<file path="src/rtl/heron_square_root_defines.svh">
// ---------------------------------------------------------------------------
// heron square root assertion macros
// concurrent checks, compiled out when SYNTHESIS is defined
// ---------------------------------------------------------------------------
`ifndef HERON_SQUARE_ROOT_DEFINES_SVH
`define HERON_SQUARE_ROOT_DEFINES_SVH

`ifndef SYNTHESIS
`define HSR_ASSERT_IMP(label, clk, rst, ante, cons) \
  label: assert property (@(posedge clk) disable iff (rst) (ante) |-> (cons)) \
    else $error("hsr check failed: same-cycle implication");
`define HSR_ASSERT_NEXT(label, clk, rst, ante, cons) \
  label: assert property (@(posedge clk) disable iff (rst) (ante) |=> (cons)) \
    else $error("hsr check failed: next-cycle implication");
`define HSR_ASSERT_ALWAYS(label, clk, rst, expr) \
  label: assert property (@(posedge clk) disable iff (rst) (expr)) \
    else $error("hsr check failed: invariant");
`else
`define HSR_ASSERT_IMP(label, clk, rst, ante, cons)
`define HSR_ASSERT_NEXT(label, clk, rst, ante, cons)
`define HSR_ASSERT_ALWAYS(label, clk, rst, expr)
`endif

`endif

</file>
<file path="src/rtl/hsr_pkg.sv">
// ---------------------------------------------------------------------------
// hsr_pkg
// shared types and constants of the heron square root unit
// ---------------------------------------------------------------------------
`timescale 1ns / 1ps

package hsr_pkg;

  // integer bits of the estimate
  localparam int ROOT_INT_BITS = 20;
  // starting estimate, integer part
  localparam int START_INT     = 10;
  // default tolerance, given in q0.16
  localparam int EPS_RESET_Q16 = 655;
  localparam int EPS_REF_FRAC  = 16;

  typedef enum logic [2:0] {
    S_IDLE,
    S_DIV,
    S_UPDATE,
    S_CHECK,
    S_EMIT
  } hsr_state_t;

  typedef struct packed {
    logic load;    // take a new radicand, start first division
    logic step;    // one restoring division step
    logic update;  // form the new estimate
    logic retry;   // adopt new estimate, start next division
    logic emit;    // load the result register
  } hsr_cmd_t;

  typedef struct packed {
    logic div_last;
    logic conv;
    logic cap;
    logic out_free;
  } hsr_status_t;

endpackage

</file>
<file path="src/rtl/hsr_in_if.sv">
// ---------------------------------------------------------------------------
// hsr_in_if
// request channel: one radicand per beat
// ---------------------------------------------------------------------------
`timescale 1ns / 1ps

interface hsr_in_if #(
  parameter int INPUT_BITS = 24
) ();
  logic                  valid;
  logic                  ready;
  logic [INPUT_BITS-1:0] radicand;

  modport source (output valid, output radicand, input ready);
  modport sink   (input valid, input radicand, output ready);
endinterface

</file>
<file path="src/rtl/hsr_out_if.sv">
// ---------------------------------------------------------------------------
// hsr_out_if
// result channel: estimate, step count and convergence flag per beat
// ---------------------------------------------------------------------------
`timescale 1ns / 1ps

interface hsr_out_if #(
  parameter int ROOT_BITS = 36,
  parameter int ITER_BITS = 7
) ();
  logic                 valid;
  logic                 ready;
  logic [ROOT_BITS-1:0] root;
  logic [ITER_BITS-1:0] iterations;
  logic                 converged;

  modport source (output valid, output root, output iterations, output converged,
                  input ready);
  modport sink   (input valid, input root, input iterations, input converged,
                  output ready);
endinterface

</file>
<file path="src/rtl/hsr_datapath.sv">
// ---------------------------------------------------------------------------
// hsr_datapath
// estimate registers, radix-2 restoring divider, update and result register
// ---------------------------------------------------------------------------
`timescale 1ns / 1ps

`include "heron_square_root_defines.svh"

module hsr_datapath import hsr_pkg::*; #(
  parameter int MAX_ITER   = 64,
  parameter int FRAC_BITS  = 16,
  parameter int INPUT_BITS = 24
) (
  input  logic                  clk,
  input  logic                  rst,
  input  hsr_cmd_t              cmd,
  output hsr_status_t           status,
  input  logic [INPUT_BITS-1:0] radicand,
  input  logic                  cfg_we,
  input  logic [FRAC_BITS:0]    cfg_wdata,
  hsr_out_if.source             result
);

  localparam int RW        = ROOT_INT_BITS + FRAC_BITS;
  localparam int EW        = FRAC_BITS + 1;
  localparam int CW        = $clog2(MAX_ITER + 1);
  localparam int DIV_STEPS = INPUT_BITS + 2 * FRAC_BITS;
  localparam int SW        = $clog2(DIV_STEPS);

  localparam logic [RW-1:0] START     = RW'(longint'(START_INT) << FRAC_BITS);
  localparam logic [RW-1:0] ROOT_MAX  = {RW{1'b1}};
  localparam logic [EW-1:0] EPS_RESET =
    EW'((longint'(EPS_RESET_Q16) << FRAC_BITS) >> EPS_REF_FRAC);

  logic [EW-1:0]         eps;
  logic [INPUT_BITS-1:0] n;
  logic [INPUT_BITS-1:0] dsr;
  logic [RW-1:0]         x;
  logic [RW-1:0]         nx;
  logic [RW-1:0]         rem;
  logic [RW-1:0]         quo;
  logic                  ovf;
  logic [SW-1:0]         step;
  logic [CW-1:0]         count;
  logic                  out_valid;
  logic [RW-1:0]         out_root;
  logic [CW-1:0]         out_iter;
  logic                  out_conv;

  logic [RW:0]           rem_sh;
  logic                  fits;
  logic [RW-1:0]         q_sel;
  logic [RW:0]           sum;
  logic [RW-1:0]         diff;
  logic [INPUT_BITS-1:0] dsr_init;

  // divider step: bring down the next dividend bit, subtract when it fits
  assign rem_sh = {rem, dsr[INPUT_BITS-1]};
  assign fits   = rem_sh >= {1'b0, x};

  // zero estimate (nonzero radicand) and saturated quotient fall back to top
  always_comb begin
    if (x == '0) begin
      q_sel = (n == '0) ? '0 : ROOT_MAX;
    end else if (ovf) begin
      q_sel = ROOT_MAX;
    end else begin
      q_sel = quo;
    end
  end

  assign sum      = {1'b0, x} + {1'b0, q_sel};
  assign diff     = (nx > x) ? (nx - x) : (x - nx);
  assign dsr_init = cmd.load ? radicand : n;

  assign status.div_last = step == SW'(DIV_STEPS - 1);
  assign status.conv     = diff <= RW'(eps);
  assign status.cap      = count == CW'(MAX_ITER);
  assign status.out_free = !out_valid || result.ready;

  always_ff @(posedge clk) begin
    if (rst) begin
      eps       <= EPS_RESET;
      out_valid <= 1'b0;
      count     <= '0;
      step      <= '0;
    end else begin
      if (cfg_we) begin
        eps <= cfg_wdata;
      end
      if (cmd.emit) begin
        out_valid <= 1'b1;
      end else if (result.ready) begin
        out_valid <= 1'b0;
      end
      if (cmd.load) begin
        count <= '0;
      end else if (cmd.update) begin
        count <= count + CW'(1);
      end
      if (cmd.load || cmd.retry) begin
        step <= '0;
      end else if (cmd.step) begin
        step <= step + SW'(1);
      end
    end
  end

  always_ff @(posedge clk) begin
    if (cmd.load) begin
      n <= radicand;
      x <= START;
    end else if (cmd.retry) begin
      x <= nx;
    end
    if (cmd.load || cmd.retry) begin
      rem <= '0;
      quo <= '0;
      ovf <= 1'b0;
      dsr <= dsr_init;
    end else if (cmd.step) begin
      rem <= fits ? RW'(rem_sh - {1'b0, x}) : rem_sh[RW-1:0];
      quo <= {quo[RW-2:0], fits};
      ovf <= ovf | quo[RW-1];
      dsr <= {dsr[INPUT_BITS-2:0], 1'b0};
    end
    if (cmd.update) begin
      nx <= sum[RW:1];
    end
    if (cmd.emit) begin
      out_root <= nx;
      out_iter <= count;
      out_conv <= status.conv;
    end
  end

  assign result.valid      = out_valid;
  assign result.root       = out_root;
  assign result.iterations = out_iter;
  assign result.converged  = out_conv;

  `HSR_ASSERT_IMP(a_emit_free, clk, rst, cmd.emit, !out_valid || result.ready)
  `HSR_ASSERT_NEXT(a_load_start, clk, rst, cmd.load, x == START && count == '0)
  `HSR_ASSERT_NEXT(a_retry_adopt, clk, rst, cmd.retry, step == '0 && x == $past(nx))
  `HSR_ASSERT_ALWAYS(a_count_cap, clk, rst, count <= CW'(MAX_ITER))

endmodule

</file>
<file path="src/rtl/hsr_ctrl.sv">
// ---------------------------------------------------------------------------
// hsr_ctrl
// sequencer: division steps, estimate update, convergence check, result
// ---------------------------------------------------------------------------
`timescale 1ns / 1ps

module hsr_ctrl import hsr_pkg::*; (
  input  logic        clk,
  input  logic        rst,
  input  logic        in_valid,
  output logic        in_ready,
  input  hsr_status_t status,
  output hsr_cmd_t    cmd
);

  hsr_state_t state;
  hsr_state_t state_next;

  always_ff @(posedge clk) begin
    if (rst) begin
      state <= S_IDLE;
    end else begin
      state <= state_next;
    end
  end

  always_comb begin
    state_next = state;
    cmd        = '0;
    in_ready   = 1'b0;
    unique case (state)
      S_IDLE: begin
        in_ready = 1'b1;
        if (in_valid) begin
          cmd.load   = 1'b1;
          state_next = S_DIV;
        end
      end
      S_DIV: begin
        cmd.step = 1'b1;
        if (status.div_last) begin
          state_next = S_UPDATE;
        end
      end
      S_UPDATE: begin
        cmd.update = 1'b1;
        state_next = S_CHECK;
      end
      S_CHECK: begin
        if (status.conv || status.cap) begin
          state_next = S_EMIT;
        end else begin
          cmd.retry  = 1'b1;
          state_next = S_DIV;
        end
      end
      S_EMIT: begin
        // hold until the result register is free
        if (status.out_free) begin
          cmd.emit   = 1'b1;
          state_next = S_IDLE;
        end
      end
      default: begin
        state_next = S_IDLE;
      end
    endcase
  end

endmodule

</file>
<file path="src/rtl/heron_square_root.sv">
// ---------------------------------------------------------------------------
// heron_square_root
// fixed-point square root by heron's iteration, one radicand per beat
//
//   channel   | dir | beat contents
//   ----------+-----+--------------------------------------------
//   request   | in  | radicand
//   result    | out | root (q20.frac), iterations, converged
//   cfg       | in  | epsilon write (cfg_we, cfg_wdata)
//
// each heron step is a full division by the radix-2 restoring divider,
// one quotient bit per cycle, then an estimate update and a convergence check
// one item in flight; a new radicand is taken once the last is in the
// result register, and a stalled result only holds the unit at its end
// synchronous reset sets epsilon to its default and empties the result stage
// ---------------------------------------------------------------------------
`timescale 1ns / 1ps

module heron_square_root import hsr_pkg::*; #(
  parameter int MAX_ITER   = 64,
  parameter int FRAC_BITS  = 16,
  parameter int INPUT_BITS = 24
) (
  input  logic               clk,
  input  logic               rst,
  input  logic               cfg_we,
  input  logic [FRAC_BITS:0] cfg_wdata,
  hsr_in_if.sink             request,
  hsr_out_if.source          result
);

  hsr_cmd_t    cmd;
  hsr_status_t status;

  hsr_ctrl u_ctrl (
    .clk      (clk),
    .rst      (rst),
    .in_valid (request.valid),
    .in_ready (request.ready),
    .status   (status),
    .cmd      (cmd)
  );

  hsr_datapath #(
    .MAX_ITER   (MAX_ITER),
    .FRAC_BITS  (FRAC_BITS),
    .INPUT_BITS (INPUT_BITS)
  ) u_datapath (
    .clk       (clk),
    .rst       (rst),
    .cmd       (cmd),
    .status    (status),
    .radicand  (request.radicand),
    .cfg_we    (cfg_we),
    .cfg_wdata (cfg_wdata),
    .result    (result)
  );

endmodule
</file>
<file path="src/flat_wrapper.sv">
// flat-port wrapper written by rule: the top's interface ports become plain ports
module heron_square_root_flat import hsr_pkg::*;
#(
  parameter int MAX_ITER   = 64,
  parameter int FRAC_BITS  = 16,
  parameter int INPUT_BITS = 24
)
  (clk, rst, cfg_we, cfg_wdata, request_valid, request_radicand, request_ready, result_valid, result_root, result_iterations, result_converged, result_ready);
  hsr_in_if #(.INPUT_BITS(INPUT_BITS)) request_i ();
  hsr_out_if result_i ();
  input  logic clk;
  input  logic rst;
  input  logic cfg_we;
  input  logic [FRAC_BITS:0] cfg_wdata;
  input wire logic [$bits(request_i.valid)-1:0] request_valid;
  input wire logic [$bits(request_i.radicand)-1:0] request_radicand;
  output wire logic [$bits(request_i.ready)-1:0] request_ready;
  output wire logic [$bits(result_i.valid)-1:0] result_valid;
  output wire logic [$bits(result_i.root)-1:0] result_root;
  output wire logic [$bits(result_i.iterations)-1:0] result_iterations;
  output wire logic [$bits(result_i.converged)-1:0] result_converged;
  input wire logic [$bits(result_i.ready)-1:0] result_ready;
  assign request_i.valid = request_valid;
  assign request_i.radicand = request_radicand;
  assign request_ready = request_i.ready;
  assign result_valid = result_i.valid;
  assign result_root = result_i.root;
  assign result_iterations = result_i.iterations;
  assign result_converged = result_i.converged;
  assign result_i.ready = result_ready;
  heron_square_root #(.MAX_ITER(MAX_ITER), .FRAC_BITS(FRAC_BITS), .INPUT_BITS(INPUT_BITS)) u_core (.clk(clk), .rst(rst), .cfg_we(cfg_we), .cfg_wdata(cfg_wdata), .request(request_i), .result(result_i));
endmodule
</file>
<file path="config.mk">
export PLATFORM = sky130hd
export DESIGN_NAME = heron_square_root_flat
export DESIGN_NICKNAME = d
export VERILOG_FILES = /design/src/rtl/hsr_pkg.sv /design/src/rtl/hsr_in_if.sv /design/src/rtl/hsr_out_if.sv /design/src/rtl/hsr_datapath.sv /design/src/rtl/hsr_ctrl.sv /design/src/rtl/heron_square_root.sv /design/src/flat_wrapper.sv
export VERILOG_INCLUDE_DIRS = /design/src /design/src/rtl
export SDC_FILE = /design/constraint.sdc
export NUM_CORES = 1
export LEC_CHECK = 0
export BUFFER_PORTS_ARGS = -buffer_cell sky130_fd_sc_hd__buf_2
export CAP_MARGIN = 20
export CORE_MARGIN = 5
export CORE_UTILIZATION = 40
export CTS_CLUSTER_DIAMETER = 80
export CTS_CLUSTER_SIZE = 28
export DETAILED_ROUTE_END_ITERATION = 8
export PLACE_DENSITY_LB_ADDON = 0.2
export SYNTH_ARGS = -nofsm -noshare
export SYNTH_HDL_FRONTEND = slang
export SYNTH_SLANG_ARGS = --single-unit
</file>
<file path="constraint.sdc">
create_clock -name clk -period 7.7 [get_ports clk]
set_clock_uncertainty 0.2 [all_clocks]
set_input_delay 0.385 -clock clk [delete_from_list [all_inputs] [get_ports clk]]
set_output_delay 0.385 -clock clk [all_outputs]
set_load 0.01 [all_outputs]
</file>
==> impl_results.html <==
<table>
<tr><th>Metric</th><th>Value</th></tr>
<tr><th colspan="2">Status</th></tr>
<tr><td>Status</td><td>finished, final reports clean</td></tr>
<tr><th colspan="2">STA</th></tr>
<tr><td>Fin worst setup slack</td><td>0.455 ns</td></tr>
<tr><td>TNS Setup</td><td>0 ns</td></tr>
<tr><td>Setup-violating endpoint count in the final report</td><td>0</td></tr>
<tr><td>Highest Clock Rate</td><td>between 100 and 150 MHz</td></tr>
<tr><td>Final-report hold violation count</td><td>0</td></tr>
<tr><td>Worst max-slew margin expressed relative to the limit</td><td>28.5%</td></tr>
<tr><td>Share of the clock period used by the worst path after layout</td><td>~94%</td></tr>
<tr><td>Final-report max-slew violation count</td><td>0</td></tr>
<tr><td>Worst Tran Pin Value</td><td>1.07 ns</td></tr>
<tr><td>Setup repair after global routing missed its margin</td><td>false</td></tr>
<tr><td>Post-layout minimum cycle time</td><td>7.24 ns</td></tr>
<tr><th colspan="2">Route</th></tr>
<tr><td>Routed vias/inst</td><td>5.72</td></tr>
<tr><td>DRT antenna net count</td><td>0</td></tr>
<tr><td>Routed WL per cell</td><td>19.7 um</td></tr>
<tr><td>DR vias</td><td>16.4k</td></tr>
<tr><td>Violation count after the first detailed-route iteration</td><td>1240</td></tr>
<tr><td>Detailed-route wire length</td><td>between 50000 and 60000 um</td></tr>
<tr><td>First-pass detailed-route iteration total</td><td>7</td></tr>
<tr><td>DRC violation count after routing</td><td>0</td></tr>
<tr><th colspan="2">Placed design</th></tr>
<tr><td>Dpl hpwl</td><td>43100 um</td></tr>
<tr><td>Total of buffers placed on input and output ports</td><td>91</td></tr>
<tr><td>Placed standard-cell area</td><td>19400 um^2</td></tr>
<tr><td>Weighted congestion reported at the end of routability-driven placement</td><td>between 0.9 and 1</td></tr>
<tr><td>Post-placement cell count</td><td>2775</td></tr>
<tr><td>Worst setup slack before clock tree synthesis</td><td>0.515 ns</td></tr>
<tr><th colspan="2">Synth</th></tr>
<tr><td>Share of the yosys chip area belonging to registers</td><td>35.1%</td></tr>
<tr><td>Leading cell type by number of instances after synthesis</td><td>sky130_fd_sc_hd__nand2_1</td></tr>
<tr><td>Register bit count reported by yosys</td><td>271</td></tr>
<tr><td>Share of the synthesized area in the top cell type</td><td>18.1%</td></tr>
<tr><td>Distinct cell type count of the synthesized netlist</td><td>89</td></tr>
<tr><td>Fraction of registers with async set or reset after synthesis</td><td>0%</td></tr>
<tr><td>Cell taking the most area after synthesis</td><td>sky130_fd_sc_hd__dfxtp_1</td></tr>
<tr><td>Net count of the mapped netlist</td><td>2370</td></tr>
<tr><td>Count of yosys warnings during synthesis</td><td>0</td></tr>
<tr><td>Mean cell area of the mapped netlist</td><td>roughly 8.5 um^2</td></tr>
<tr><td>Combined area of all synthesized cells</td><td>between 15000 and 20000 um^2</td></tr>
<tr><td>Top post-synthesis cells by area</td><td>sky130_fd_sc_hd__dfxtp_1, sky130_fd_sc_hd__edfxtp_1, sky130_fd_sc_hd__ha_1</td></tr>
<tr><td>Top_reg_cell synth</td><td>sky130_fd_sc_hd__dfxtp_1</td></tr>
<tr><td>Top cells by instance count after synthesis</td><td>sky130_fd_sc_hd__nand2_1, sky130_fd_sc_hd__a21oi_1, sky130_fd_sc_hd__dfxtp_1</td></tr>
<tr><td>Post-synth EDFFs</td><td>around 100</td></tr>
<tr><td>Synthesized instance count</td><td>2158</td></tr>
<tr><th colspan="2">Die</th></tr>
<tr><td>Number of core rows</td><td>a little under 80</td></tr>
<tr><td>Placeable core region</td><td>between 40000 and 50000 um^2</td></tr>
<tr><td>Initial core utilization</td><td>40.6%</td></tr>
<tr><td>Die footprint</td><td>between 50000 and 60000 um^2</td></tr>
<tr><td>Die Height</td><td>around 220 um</td></tr>
<tr><td>Chip Width</td><td>225 um</td></tr>
<tr><td>I/O pin total</td><td>92</td></tr>
<tr><th colspan="2">Layout</th></tr>
<tr><td>Fraction of layout cells with a size suffix above 1</td><td>9.78%</td></tr>
<tr><td>Fill cell instance count of the final layout</td><td>4487</td></tr>
<tr><td>Synthesis-to-finish area growth</td><td>12.2%</td></tr>
<tr><td>Number of diodes added for antenna fixing</td><td>0</td></tr>
<tr><td>Final non-filler cell area</td><td>20700 um^2</td></tr>
<tr><td>Multi-input logic area</td><td>11100 um^2</td></tr>
<tr><td>Net count, final</td><td>~2.5k</td></tr>
<tr><td>Post-layout instance count excluding filler cells</td><td>2859</td></tr>
<tr><td>Area occupied by registers</td><td>about 6500 um^2</td></tr>
<tr><td>Layout Utilization</td><td>45.5%</td></tr>
<tr><th colspan="2">Min path</th></tr>
<tr><td>Min-Delay Endpoint</td><td>u_core.u_datapath.eps[16]</td></tr>
<tr><td>Launch point of the worst hold path</td><td>rst</td></tr>
<tr><td>Hold/Removal Path Class</td><td>in2reg</td></tr>
<tr><td>Hold path depth</td><td>2</td></tr>
<tr><th colspan="2">GRT</th></tr>
<tr><td>Vias in the first global route</td><td>around 15k</td></tr>
<tr><td>Aggregate global routing overflow</td><td>0</td></tr>
<tr><td>All-layer global routing usage</td><td>21.3%</td></tr>
<tr><td>Largest net degree at the start of global routing</td><td>between 100 and 150</td></tr>
<tr><td>Antenna violations before repair</td><td>0</td></tr>
<tr><td>First-pass GRT wire length</td><td>approximately 90000 um</td></tr>
<tr><th colspan="2">Worst setup path</th></tr>
<tr><td>Worst Reg-to-Reg Cells</td><td>25</td></tr>
<tr><td>Setup slack of the worst register-to-register path</td><td>0.46 ns</td></tr>
<tr><td>Crit path DAT</td><td>roughly 7.5 ns</td></tr>
<tr><td>Reg2reg end</td><td>u_core.u_datapath.rem[23]</td></tr>
<tr><td>Data required time of the critical path</td><td>7.92 ns</td></tr>
<tr><td>Sort of element at the end of the critical path</td><td>flip-flop</td></tr>
<tr><td>Worst path max stage delay</td><td>0.86 ns</td></tr>
<tr><td>Critical-path top delay cell</td><td>sky130_fd_sc_hd__o21ai_4</td></tr>
<tr><td>Critical Setup Path Class</td><td>reg2reg</td></tr>
<tr><td>Element type at the critical path start</td><td>flip-flop</td></tr>
<tr><td>Worst-path fanout max</td><td>55</td></tr>
<tr><td>Worst flop-to-flop path startpoint</td><td>u_core.u_datapath.x[16]</td></tr>
<tr><th colspan="2">Clock tree</th></tr>
<tr><td>Clock latency on the worst-skew pair</td><td>0.58 ns</td></tr>
<tr><td>Number of levels in the clock H-tree</td><td>1</td></tr>
<tr><td>TritonCTS clock tree</td><td>done</td></tr>
<tr><td>Buffer depth of the longest clock path</td><td>3</td></tr>
<tr><td>Sinks on Clock Net</td><td>271</td></tr>
<tr><td>Clock tree root buffer cell</td><td>sky130_fd_sc_hd__clkbuf_16</td></tr>
<tr><td>CTS clk-pin slew, worst paths</td><td>around 0.08 ns</td></tr>
<tr><td>CTS Buf Count</td><td>23</td></tr>
<tr><th colspan="2">Power and ir drop</th></tr>
<tr><td>Power density over the cells</td><td>326 nW/um^2</td></tr>
<tr><td>Largest voltage drop on the vdd net</td><td>0.000197 V</td></tr>
<tr><td>Leak pwr</td><td>0.00873 uW</td></tr>
<tr><th colspan="2">Flow run</th></tr>
<tr><td>Maximum Capacitance Violations</td><td>0</td></tr>
</table>
==> final cells by class <==
class	instances	area share, %
Multi-Input combinational cell	1651	53.4
Sequential cell	271	31.2
Timing Repair Buffer	162	5.28
Tap cell	600	3.63
Clock buffer	23	2.78
Inverter	133	2.41
Clock inverter	19	1.24
==> timing repair <==
| item | 4_1_cts | 5_1_grt |
|---|---|---|
| setup buffers | 0 | 0 |
| resized for setup | 0 | 0 |
| endpoints found under the hold margin | 50 | 0 |
| hold buffers | 42 | 0 |
| setup endpoints to repair | 0 | 1 |
==> cells by family after synthesis <==
family | count (synthesis) | synth area share [%]
and+or+nand+nor | 676 | 17.0
AOI/OAI and AO/OA | 648 | 22.7
DFF | 271 | 35.1
buffers and inverters | 236 | 5.22
adders and majority gates | 166 | 11.4
xor gates and xnor gates | 102 | 4.84
muxes | 59 | 3.71
==> state kept, by name, summed over array words and instances (netlist names) <==
register,flops
u_core.u_datapath.nx,36
u_core.u_datapath.quo,36
u_core.u_datapath.rem,36
u_core.u_datapath.result.root,36
u_core.u_datapath.x,36
u_core.u_datapath.dsr,24
u_core.u_datapath.n,24
u_core.u_datapath.eps,17
u_core.u_datapath.count,7
u_core.u_datapath.result.iterations,7
u_core.u_datapath.step,6
u_core.u_ctrl.state,3
u_core.u_datapath.ovf,1
u_core.u_datapath.result.converged,1
u_core.u_datapath.result.valid,1
==> routing by layer <==
layer | vias to the layer above | wire length (um) | global-route usage [%]
met1 | 7744 | 26600 | 31.1
met3 | 102 | 3470 | 2.77
li1 | 7969 | - | -
met4 | 0 | 1620 | 5.56
met2 | 551 | 24500 | 33.6
met5 | - | 0 | 0
==> report_power, final <==
group / total, uW / switching [uW] / internal (uW)
clock network: 1290 / 683 / 611
logic: 3460 / 2090 / 1370
registers: 1990 / 202 / 1780
==> worst max path at each step <==
| stage | from | end | cells after the start | slack, ns |
|---|---|---|---|---|
| after floorplan | u_core.u_datapath.x[18] | u_core.u_datapath.dsr[10] | 29 | 1.84 |
| after global placement | u_core.u_datapath.x[0] | u_core.u_datapath.nx[33] | 20 | 0.61 |
| after detailed placement | u_core.u_datapath.x[16] | u_core.u_datapath.rem[23] | 25 | 0.52 |
| after CTS | u_core.u_datapath.x[16] | u_core.u_datapath.rem[23] | 25 | 0.48 |
| after global routing | u_core.u_datapath.x[1] | u_core.u_datapath.rem[11] | 25 | 0.02 |
| final | u_core.u_datapath.x[16] | u_core.u_datapath.rem[23] | 25 | 0.46 |
==> layout by cell type, fill, tap and decap left out, types with 9 or more instances in the layout <==
cell type	n
sky130_fd_sc_hd__nand4_1	29
sky130_fd_sc_hd__o22ai_1	30
sky130_fd_sc_hd__and2_1	9
sky130_fd_sc_hd__a21o_1	59
sky130_fd_sc_hd__o211ai_1	16
sky130_fd_sc_hd__buf_2	91
sky130_fd_sc_hd__nor2_1	125
sky130_fd_sc_hd__inv_1	132
sky130_fd_sc_hd__xnor2_1	60
sky130_fd_sc_hd__dlygate4sd3_1	42
sky130_fd_sc_hd__o21a_1	56
sky130_fd_sc_hd__ha_1	162
sky130_fd_sc_hd__nand2_1	327
sky130_fd_sc_hd__a2111oi_0	10
sky130_fd_sc_hd__and3_1	15
sky130_fd_sc_hd__o31ai_1	38
sky130_fd_sc_hd__a21oi_1	217
sky130_fd_sc_hd__o21bai_1	19
sky130_fd_sc_hd__nand3_1	25
sky130_fd_sc_hd__mux2_4	17
sky130_fd_sc_hd__dfxtp_1	167
sky130_fd_sc_hd__edfxtp_1	104
sky130_fd_sc_hd__xor2_1	42
sky130_fd_sc_hd__buf_4	29
sky130_fd_sc_hd__mux2i_1	35
sky130_fd_sc_hd__a211oi_1	20
sky130_fd_sc_hd__nand2b_1	14
sky130_fd_sc_hd__and4_1	14
sky130_fd_sc_hd__nor4_1	25
sky130_fd_sc_hd__o21ai_0	89
sky130_fd_sc_hd__clkbuf_16	23
sky130_fd_sc_hd__nor2b_1	18
sky130_fd_sc_hd__nor3_1	25
sky130_fd_sc_hd__or3_1	12
sky130_fd_sc_hd__a31oi_1	19
==> critical path, delay by kind of cell (launching register included) <==
kind | cells | cell delay (ns)
xor+xnor | 1 | 0.15
compound gates | 9 | 1.82
flops | 1 | 0.44
buf+inv | 2 | 0.77
simple gates | 10 | 2.78
fa+ha+maj | 2 | 0.82
mux | 1 | 0.07
==> per-stage QoR <==
step / total power, uW / hold WS (ns)
finish: 6740 / 0.00981
global route: 7210 / 0.0223
CTS: 6730 / 0.00408
detailed placement: 5390 / 0.254
global placement: 5370 / 0.250
floorplan: 4530 / 0.234
Power figures use the tool's default switching activity.
